--- src/assert_macros.svh ---
// assertion macros shared by the oscillator bank rtl
// each macro expects clk and rst_n in the scope where it is used
`ifndef ASSERT_MACROS_SVH
`define ASSERT_MACROS_SVH

// same-cycle implication, disabled while in reset
`define AOB_ASSERT_IMP(label, ante, cons, msg) \
  label: assert property (@(posedge clk) disable iff (!rst_n) (ante) |-> (cons)) \
    else $error(msg);

// next-cycle implication, disabled while in reset
`define AOB_ASSERT_NXT(label, ante, cons, msg) \
  label: assert property (@(posedge clk) disable iff (!rst_n) (ante) |=> (cons)) \
    else $error(msg);

`endif

--- src/aob_pkg.sv ---
// shared types, codes and constants of the additive oscillator bank
// no dependencies; used by the unit, aob_ram, aob_sine and aob_mul
package aob_pkg;

  // default sizes
  localparam int PARTIALS     = 64;
  localparam int SINE_ENTRIES = 4096;

  // item codes
  localparam logic OP_WRITE  = 1'b0;
  localparam logic OP_SAMPLE = 1'b1;

  // configuration register indexes
  localparam int   CFG_IDX_W  = 1;
  localparam int   CFG_DATA_W = 24;
  localparam logic CFG_ACTIVE = 1'b0;
  localparam logic CFG_VOLUME = 1'b1;

  localparam int ACTIVE_W = 7;
  localparam int VOL_W    = 24;
  localparam logic [ACTIVE_W-1:0] ACTIVE_RESET = 7'd10;
  localparam logic [VOL_W-1:0]    VOLUME_RESET = 24'd2560000;

  // partial table fields
  typedef enum logic [3:0] {
    FLD_AMP, FLD_AMP_TGT, FLD_INC, FLD_INC_TGT, FLD_TONE_PH, FLD_PAN,
    FLD_TREM_DEPTH, FLD_TREM_INC, FLD_TREM_PH, FLD_AM_DEPTH, FLD_AM_INC, FLD_AM_PH
  } field_t;
  localparam int NUM_FIELDS = 12;

  // datapath widths
  localparam int MAG_W   = 15;
  localparam int SINE_W  = 16;
  localparam int MUL_A_W = 36;
  localparam int MUL_B_W = 26;
  localparam int LFO_W   = 18;
  localparam int TONE_W  = 33;
  localparam int C_W     = 28;

  // output limits and gain control
  localparam int VOL_DECAY = 64880;
  localparam int SUM_LIMIT = 32000;
  localparam int CLIP_MAX  = 32767;
  localparam int LOUD_MAX  = 16000;

  // address width of a store with depth entries
  function automatic int addr_w(input int depth);
    return (depth > 1) ? $clog2(depth) : 1;
  endfunction

  // stored width of each table field
  function automatic int field_width(input int f);
    case (f)
      FLD_AMP, FLD_AMP_TGT, FLD_PAN, FLD_TREM_DEPTH, FLD_AM_DEPTH: return 16;
      default: return 32;
    endcase
  endfunction

endpackage

--- src/aob_mul.sv ---
// shared signed multiplier with registered product
// depends on aob_pkg for the operand widths
module aob_mul #(
  parameter int A_W = aob_pkg::MUL_A_W,
  parameter int B_W = aob_pkg::MUL_B_W
) (
  input  logic                    clk,
  input  logic signed [A_W-1:0]   a_i,
  input  logic signed [B_W-1:0]   b_i,
  output logic signed [A_W+B_W-1:0] p_o
);
  always_ff @(posedge clk) begin
    p_o <= a_i * b_i;
  end
endmodule

--- config.mk ---
export PLATFORM = sky130hd
export DESIGN_NAME = aob_mul
export DESIGN_NICKNAME = d
export VERILOG_FILES = /design/src/assert_macros.svh /design/src/aob_pkg.sv /design/src/aob_mul.sv
export SDC_FILE = /design/constraint.sdc
export NUM_CORES = 2
export LEC_CHECK = 0
export BUFFER_PORTS_ARGS = -buffer_cell sky130_fd_sc_hd__buf_2
export CAP_MARGIN = 5
export CELL_PAD_IN_SITES_DETAIL_PLACEMENT = 0
export CELL_PAD_IN_SITES_GLOBAL_PLACEMENT = 1
export CORE_UTILIZATION = 40
export CTS_BUF_LIST = sky130_fd_sc_hd__clkbuf_2 sky130_fd_sc_hd__clkbuf_4 sky130_fd_sc_hd__clkbuf_8
export DETAILED_ROUTE_END_ITERATION = 8
export PLACE_DENSITY = 0.65
export SLEW_MARGIN = 20
export SYNTH_ARGS = -nofsm -noshare
export SYNTH_HDL_FRONTEND = slang
export SYNTH_SLANG_ARGS = --single-unit
--- constraint.sdc ---
create_clock -name clk -period 21.2 [get_ports clk]
set_input_delay 0 -clock clk [delete_from_list [all_inputs] [get_ports clk]]
set_output_delay 0 -clock clk [all_outputs]
set_load 0.01 [all_outputs]
==> metrics.md <==
| Metric | Value |
|---|---|
| Total track usage | 23.8% |
| Clock buffer depth | 2 |
| I/O Pins | 125 |
| Post-CTS setup buffers | 0 |
| XOR/XNOR Fraction of Synth Area | 1.68% |
| Initial Util | 40.6% |
| First-pass GRT wire length | 154 mm |
| CTS sink cnt | 62 |
| Number of vias per cell | 4.97 |
| Critical Path AT | 8.16 ns |
| Mapped Nets | 4764 |
| Pin slew with the least headroom to its limit | 1.08 ns |
| Critical Path Source Type | primary input |
| Vias in the first global route | 26100 |
| Routability Congestion | 0.901 |
| Crit. End Element | flip-flop |
| Synth top area share | 57.0% |
| Pre-antenna DRT Iters | 5 |
| CTS buffer count | 9 |
| Share of cells above drive strength 1 | 4.66% |
| Iter 0 DRT Violations | 1086 |
| Die Y | 291 um |
| Worst slew margin | 27.1% |
| Largest net degree at the start of global routing | 37 |
| Die Span X | 291 um |
| Post-synth ARST share | 0% |
| Clk slew on worst S/H paths | 0.09 ns |
| Max_cap viols | 0 |
| Hpwl dp | 73.6 mm |
| WL final | 94.1 mm |
| Seq/Total Area, Yosys | 3.72% |
| Synth area leader | fa_1 |
| Status | completed |
| Cell variety after synth | 51 |
| Post-CTS sizing | 0 |
| Final WS setup | 13.36 ns |
| Biggest regs | p_o: 62 flops |
| Largest register FFs | 62 |
| Final period util | 37.0% |
| Remaining global-route overflow | 0 |
| Mux share of post-synthesis cell area | 0.0300% |
| Seq cells post-synth | 62 |
| Final hold vios | 0 |
| Syn Inst Count | 3585 |
| Core footprint | 82200 um2 |
| Row count | 105 |
| Netlist Area Pre-Place | 33400 um2 |
| Synthesized area per cell | 9.30 um2 |
| Avg WL per Cell | 20.3 um |
| TNS Setup | 0 ns |
| Initial antenna violation count | 6 |
| Hold buffers post-CTS | 0 |
| Syn. warnings | 0 |
| DRT antenna net count | 0 |
| Worst EP required | 21.53 ns |
| Worst hold path class | primary input to flip-flop |
| Main synth FF type | dfxtp_1 |
| Hold path cells | 3 |
| DRC errors left | 0 |
| Top reg by flops | p_o |
| Final slew viol count | 0 |
| Largest family of logic cells by synthesized area | adder cells |
| Worst Hold Slack | 0.155 ns |
| Clock root cell | clkbuf_8 |
| Min Tclk post-route | 7.84 ns |
| Top post-synthesis cells by area | fa_1 (57%), inv_1 (10%), and2_1 (7.4%), ha_1 (6.2%), nand2_1 (6.2%) |
| Fin nets | 4736 |
| Unrepaired setup endpoints after global routing | no |
| Fmax | 128 MHz |
| Adder-cell share of the synthesized area | 63.2% |
| Port Buffers | 124 |
| Setup WS pre-CTS | 13.07 ns |
| Post-Synth Simple-Gate Area | 15.6% |
| Crit Path Max Fanout | 36 |
| Crit Path Class | primary input to flip-flop |
| Via count | 23100 |
| Synth Area in Compound Gates | 3.56% |
| H-tree depth | 3 |
| Area grow syn2layout | 4.84% |
| Final setup viols | 0 |
| Die area | 84500 um2 |
| TritonCTS clock tree | yes |
| EDFF count, synth | 0 |
worst max-delay path: stages:
cell,delay [ns]
buf_2,0.78
nand2_1,0.18
fa_1,0.56
fa_1,0.54
inv_1,0.05
fa_1,0.50
inv_1,0.06
fa_1,0.53
inv_1,0.05
fa_1,0.47
fa_1,0.50
inv_1,0.05
fa_1,0.47
inv_1,0.04
ha_1,0.36
a21oi_1,0.26
o211ai_1,0.14
a31oi_1,0.18
o31ai_1,0.17
o21ai_0,0.88
o21ai_1,0.41
o41ai_2,0.59
mux2i_1,0.24
o2111ai_1,0.11
cell families (layout without fill, tap and decap cells):
group / count (synthesis) / after routing
buf+inv: 1077 / 1054
other cells: 0 / 6
simple gates: 1083 / 1083
flops: 62 / 62
xor+xnor: 64 / 64
fa+ha+maj: 1116 / 1116
compound gates: 182 / 182
mux: 1 / 1
synthesized netlist by cell type, types with 2 or more instances:
master,count
fa_1,950
inv_1,895
nand2_1,549
and2_1,395
clkbuf_1,179
ha_1,166
dfxtp_1,62
nor2_1,60
a21oi_1,52
xnor2_1,42
o21ai_0,31
a21o_1,25
xor2_1,22
nand2b_1,15
nand3_1,15
nor3_1,15
nand4_1,11
o211ai_1,9
o21ai_1,8
a31oi_1,7
nor2b_1,7
a211oi_1,6
o31ai_1,6
o21a_1,5
o21bai_1,5
a221oi_1,4
and3_1,4
nor4_1,4
o2111ai_1,4
a311oi_1,3
or2_2,3
or3_1,3
a21boi_0,2
buf_1,2
o21ba_2,2
o311a_1,2
per-layer routing:
layer  part of all wire (%)  track usage (%)  vias up
li1                       -                -    10200
met1                     44             32.0    12300
met2                     51             41.5      448
met3                    3.2             2.01      114
met4                    2.5             6.13        6
met5                  0.040                0        -
layout by cell type (no fill, tap or decap), drive strengths merged, types with 7 or more instances in the layout:
cell / count
a211oi: 7
a21o: 25
a21oi: 52
a31oi: 7
and2: 395
buf: 143
clkbuf: 10
dfxtp: 62
fa: 950
ha: 166
inv: 896
nand2: 549
nand2b: 15
nand3: 15
nand4: 11
nor2: 60
nor2b: 7
nor3: 15
o211ai: 9
o21ai: 39
xnor2: 42
xor2: 22
per-stage QoR:
step                instances  util (%)  cell area [um2]
finish                   4638      42.5            35000
global route             4633      42.5            35000
CTS                      4632      42.5            35000
floorplan                3585         -            33400
global placement         4616      42.3            34800
detailed placement       4616      42.3            34800
path summary, 6_finish.rpt:
path | from | to
worst max-delay path | b_i[11] | p_o[58]
worst min-delay path | a_i[0] | p_o[0]
area by class of cell:
class	instances	area [um2]
diodes	6	15.0
clock buffers	10	138
repair buffers	143	763
inverters	895	3360
fillers	8275	47300
well taps	1070	1340
clock inverters	6	45.0
flip-flops and latches	62	1240
multi-input cells	2446	28100
Power is not shown: default switching activity piles up to over one toggle a cycle in this logic, so the estimate is an artifact.
