==> src/assert_macros.svh <==
// assertion macros shared by the oscillator bank rtl
// each macro expects clk and rst_n in the scope where it is used
`ifndef ASSERT_MACROS_SVH
`define ASSERT_MACROS_SVH

// same-cycle implication, disabled while in reset
`define AOB_ASSERT_IMP(label, ante, cons, msg) \
  label: assert property (@(posedge clk) disable iff (!rst_n) (ante) |-> (cons)) \
    else $error(msg);

// next-cycle implication, disabled while in reset
`define AOB_ASSERT_NXT(label, ante, cons, msg) \
  label: assert property (@(posedge clk) disable iff (!rst_n) (ante) |=> (cons)) \
    else $error(msg);

`endif

==> src/aob_pkg.sv <==
// shared types, codes and constants of the additive oscillator bank
// no dependencies; used by the unit, aob_ram, aob_sine and aob_mul
package aob_pkg;

  // default sizes
  localparam int PARTIALS     = 64;
  localparam int SINE_ENTRIES = 4096;

  // item codes
  localparam logic OP_WRITE  = 1'b0;
  localparam logic OP_SAMPLE = 1'b1;

  // configuration register indexes
  localparam int   CFG_IDX_W  = 1;
  localparam int   CFG_DATA_W = 24;
  localparam logic CFG_ACTIVE = 1'b0;
  localparam logic CFG_VOLUME = 1'b1;

  localparam int ACTIVE_W = 7;
  localparam int VOL_W    = 24;
  localparam logic [ACTIVE_W-1:0] ACTIVE_RESET = 7'd10;
  localparam logic [VOL_W-1:0]    VOLUME_RESET = 24'd2560000;

  // partial table fields
  typedef enum logic [3:0] {
    FLD_AMP, FLD_AMP_TGT, FLD_INC, FLD_INC_TGT, FLD_TONE_PH, FLD_PAN,
    FLD_TREM_DEPTH, FLD_TREM_INC, FLD_TREM_PH, FLD_AM_DEPTH, FLD_AM_INC, FLD_AM_PH
  } field_t;
  localparam int NUM_FIELDS = 12;

  // datapath widths
  localparam int MAG_W   = 15;
  localparam int SINE_W  = 16;
  localparam int MUL_A_W = 36;
  localparam int MUL_B_W = 26;
  localparam int LFO_W   = 18;
  localparam int TONE_W  = 33;
  localparam int C_W     = 28;

  // output limits and gain control
  localparam int VOL_DECAY = 64880;
  localparam int SUM_LIMIT = 32000;
  localparam int CLIP_MAX  = 32767;
  localparam int LOUD_MAX  = 16000;

  // address width of a store with depth entries
  function automatic int addr_w(input int depth);
    return (depth > 1) ? $clog2(depth) : 1;
  endfunction

  // stored width of each table field
  function automatic int field_width(input int f);
    case (f)
      FLD_AMP, FLD_AMP_TGT, FLD_PAN, FLD_TREM_DEPTH, FLD_AM_DEPTH: return 16;
      default: return 32;
    endcase
  endfunction

endpackage

==> src/aob_ram.sv <==
// generic single-write, single-read ram with registered read data
// depends on aob_pkg for the address width
module aob_ram #(
  parameter int WIDTH = 32,
  parameter int DEPTH = aob_pkg::PARTIALS
) (
  input  logic                             clk,
  input  logic                             we,
  input  logic [aob_pkg::addr_w(DEPTH)-1:0] waddr,
  input  logic [WIDTH-1:0]                 wdata,
  input  logic [aob_pkg::addr_w(DEPTH)-1:0] raddr,
  output logic [WIDTH-1:0]                 rdata
);
  logic [WIDTH-1:0] mem [DEPTH];

  // write port and registered read port
  always_ff @(posedge clk) begin
    if (we) begin
      mem[waddr] <= wdata;
    end
    rdata <= mem[raddr];
  end
endmodule

==> config.mk <==
export PLATFORM = sky130hd
export DESIGN_NAME = aob_ram
export DESIGN_NICKNAME = d
export VERILOG_FILES = /design/src/assert_macros.svh /design/src/aob_pkg.sv /design/src/aob_ram.sv
export SDC_FILE = /design/constraint.sdc
export NUM_CORES = 2
export LEC_CHECK = 0
export BUFFER_PORTS_ARGS = -buffer_cell sky130_fd_sc_hd__buf_2
export CAP_MARGIN = 20
export CELL_PAD_IN_SITES_DETAIL_PLACEMENT = 1
export CELL_PAD_IN_SITES_GLOBAL_PLACEMENT = 1
export CORE_ASPECT_RATIO = 1.5
export CORE_MARGIN = 3
export CORE_UTILIZATION = 61
export CTS_CLUSTER_SIZE = 28
export DETAILED_ROUTE_END_ITERATION = 8
export GPL_TIMING_DRIVEN = 0
export HOLD_SLACK_MARGIN = 0.15
export PLACE_DENSITY_LB_ADDON = 0.3
export REMOVE_ABC_BUFFERS = 1
export SLEW_MARGIN = 20
export SYNTH_ARGS = -nofsm -noshare
export SYNTH_HDL_FRONTEND = slang
export SYNTH_SLANG_ARGS = --single-unit
==> constraint.sdc <==
create_clock -name clk -period 6 [get_ports clk]
set_input_delay 0.6 -clock clk [delete_from_list [all_inputs] [get_ports clk]]
set_output_delay 0.6 -clock clk [all_outputs]
set_load 0.1 [all_outputs]
==> summary.md <==
| Metric | Value |
|---|---|
| Outcome | `finished clean` |
| Simple-gate share of the synthesized area | `under 10%` |
| Tot GR Track Use | `a little over a third` |
| Worst vdd ir | `approximately 350 uV` |
| Multiplexer share of the synthesized area | `around 17%` |
| Clock Sinks | `between 2,000 and 2,500` |
| R2R depth | `5` |
| DRC Markers | `0` |
| Die ar. | `~130,000 um2` |
| Via count | `a little under 40,000` |
| Placed cells | `approximately 5,000` |
| H-tree Lvls | `4` |
| Pin count of the biggest net entering global routing | `86` |
| CP startpoint kind | `input port` |
| Tightest Hold Check Type | `input port to flip-flop` |
| First-pass GRT wire length | `about 330,000 um` |
| Synth Area in Adders | `0%` |
| Max-slew headroom | `between 10% and 20%` |
| Net Sw Power | `6.79 mW` |
| Max-Cap Viols | `0` |
| Pre-Repair DR Iteration Count | `6` |
| CTS Buffer Depth | `3` |
| Post-Route WL | `around 230,000 um` |
| Combinational Power Share | `6.2%` |
| Seq cells post-synth | `2,080` |
| Post-synthesis sequential area ratio | `79.1%` |
| Hold_sp | `wdata[27]` |
| Gp weighted congestion | `between 0.8 and 0.9` |
| Total grt overflow | `0` |
| Sw Ratio | `a little under a quarter` |
| CP Max Fanout | `between 60 and 70` |
| Proportion of layout cells with a drive suffix above 1 | `29.5%` |
| Io pins | `78` |
| CTS tree | `done` |
| TritonCTS Buffers | `177` |
| Finished Layout Cells | `roughly 5,400` |
| Start point of the critical path | `raddr[0]` |
| PortBufs | `77` |
| Post-route ant nets | `0` |
| EDFF count, synth | `just over 2,000` |
| P per Cell Area | `~340 nW/um2` |
| Unrepaired setup endpoints after global routing | `no` |
| Place WS | `around 1.1 ns` |
| Fmax | `between 0.2 and 0.25 GHz` |
| PnR Total Power | `around 30 mW` |
| Clk_lat worst skew | `~0.82 ns` |
| Crit path to | `rdata[18]$_DFF_P_` |
| Final Skew | `0.0343 ns` |
| Ranking of synthesized cells by area | `edfxtp_1 78%, mux4_2 16%, mux2i_1 1.2%` |
| Clk slew on worst S/H paths | `0.07 ns` |
| Yosys warns | `0` |
| Wire length per cell | `between 40 and 50 um` |
| Initial Utilization | `around 60%` |
| Internal | `between 20 and 25 mW` |
| Area share of the largest cell type after synthesis | `between 70% and 80%` |
| Crit end category | `flip-flop` |
| Slew Viols, Final | `0` |
| Leak | `approximately 28 nW` |
| Vias in the first global route | `41,048` |
| Syn avg cell area | `around 24 um2` |
| Final setup violation count | `0` |
| Kind of critical path | `input port to flip-flop` |
| Largest family of logic cells by synthesized area | `multiplexers` |
| Post-Synth XOR/XNOR Area | `0%` |
| Sequential power share | `a little over half` |
| Hpwl dp | `128,000 um` |
| Syn Inst Count | `3,324` |
| Worst Setup Slack, final | `between 1.5 and 2 ns` |
| Synthesized cell area | `just under 80,000 um2` |
| Asr flop ratio synth | `0%` |
| Area Overhead vs Synth | `13.9%` |
| Reg2Reg Setup Slack | `about 3.1 ns` |
| Fin. Hold Viols | `0` |
| Site Rows | `160` |
| Vias/cell | `7.35` |
| Critical R2R Launch | `mem[36][8]$_DFFE_PP_` |
| WP data required | `about 6.6 ns` |
| Setup Buffers After CTS | `0` |
| Main synth FF type | `edfxtp_1` |
| Clock Tree Root | `clkbuf_16` |
| Most frequent cells after synthesis | `2,048 x edfxtp_1, 544 x mux4_2, 137 x nor2_1, 93 x mux2i_1, 84 x o22ai_1` |
| Area leader, netlist | `edfxtp_1` |
| Top-count cell post-synth | `edfxtp_1` |
| DR iter-0 viols | `about 6,500` |
| Final Core Density | `between 70% and 80%` |
| Die width | `299 um` |
| Minimum clock period | `between 4 and 5 ns` |
| RR Endpoint | `rdata[8]$_DFF_P_` |
| Worst EP arrival | `between 4 and 5 ns` |
| Initial antenna violation count | `16` |
| Worst-Margin Slew | `about 1.2 ns` |
| Core area | `around 130,000 um2` |
| Nets@finish | `between 3,000 and 4,000` |
| Clk network pwr share | `approximately 40%` |
| Synth Area in Compound Gates | `1.67%` |
| DIE HEIGHT | `approximately 450 um` |
| Distinct cell type count after synthesis | `34` |
| Fraction of the cycle the final worst path needs | `about 69%` |
| WHS | `~0.33 ns` |
[critical path, cell delays in order]
cell and delay (ns):
buf_8 0.52, buf_16 0.35, buf_16 0.44, buf_16 0.39, mux4_2 0.58, mux2i_1 0.37, nand3b_1 0.28, a31oi_1 0.73
nor2_1 0.22
[logic make-up (layout without fill, tap and decap cells)]
family                 Yosys count  in the layout
and+or+nand+nor                223            223
muxes                          637            637
buffers and inverters          182            524
DFF                           2080           2080
AOI/OAI and AO/OA              202            202
other                            0             11
[metal layers]
metal	track usage (%)	up-vias	part of all wire [%]
met1	46.5	20883	32
met3	7.07	721	11
met4	20.6	8	7.1
met2	58.5	3276	50
met5	0	-	0.020
li1	-	14649	-
[placed cells by master (no fill, tap or decap), types with 6 or more instances in the layout]
| master | count |
|---|---|
| clkbuf_16 | 182 |
| buf_2 | 42 |
| a22oi_1 | 12 |
| edfxtp_1 | 2048 |
| nand2_1 | 24 |
| mux4_2 | 544 |
| nor2_1 | 74 |
| clkinvlp_4 | 8 |
| clkbuf_1 | 37 |
| inv_6 | 6 |
| buf_16 | 61 |
| clkinv_1 | 24 |
| o22ai_1 | 84 |
| nor2b_1 | 14 |
| mux2i_1 | 93 |
| nor2_4 | 63 |
| a21oi_1 | 62 |
| clkinv_2 | 34 |
| diode_2 | 11 |
| buf_4 | 39 |
| dfxtp_1 | 32 |
| bufinv_16 | 23 |
| a311oi_1 | 8 |
| buf_12 | 46 |
| o221ai_1 | 27 |
[area by class of cell]
cell class | instances | area [um2]
Sequential cell | 2080 | 62100
Fill cell | 9388 | 37900
Multi-Input combinational cell | 1062 | 16000
Clock buffer | 219 | 4690
Timing Repair Buffer | 199 | 3240
Tap cell | 1701 | 2130
Clock inverter | 106 | 1210
Antenna cell | 11 | 27.5
[sequential cells by signal (all words and copies together), names as in the netlist]
name   cells
mem     2048
rdata     32
[power by group through the flow]
stage / registers, mW / logic, mW / clock network [mW]
finish: 16.1 / 1.86 / 12.0
global placement: 16.4 / 1.99 / 0
global route: 16.1 / 1.90 / 12.6
floorplan: 16.7 / 0.596 / 0
detailed placement: 16.4 / 1.77 / 0
CTS: 16.1 / 1.82 / 12.1
[stage by stage]
step / instance area, um2 / TNS [ns]
floorplan: 77600 / 0
global placement: 80100 / -413.36
detailed placement: 83400 / 0
CTS: 89300 / 0
global route: 89400 / 0
finish: 89400 / 0
[worst min path at each step]
| stage | depth (start not counted) | endpoint | slack (ns) |
|---|---|---|---|
| after floorplan | 4 | rdata[17]$_DFF_P_ | 0.66 |
| after global placement | 4 | rdata[23]$_DFF_P_ | 0.95 |
| after detailed placement | 4 | rdata[23]$_DFF_P_ | 0.95 |
| after CTS | 2 | mem[48][6]$_DFFE_PP_ | 0.28 |
| after global routing | 2 | mem[48][6]$_DFFE_PP_ | 0.30 |
| final | 2 | mem[3][27]$_DFFE_PP_ | 0.33 |
[timing repair]
| item | in CTS | in global routing |
|---|---|---|
| hold buffers | 0 | 1 |
| gates resized for setup | 0 | 0 |
| hold endpoints to repair | 0 | 16 |
No activity file was read; power rests on OpenSTA's default activity.
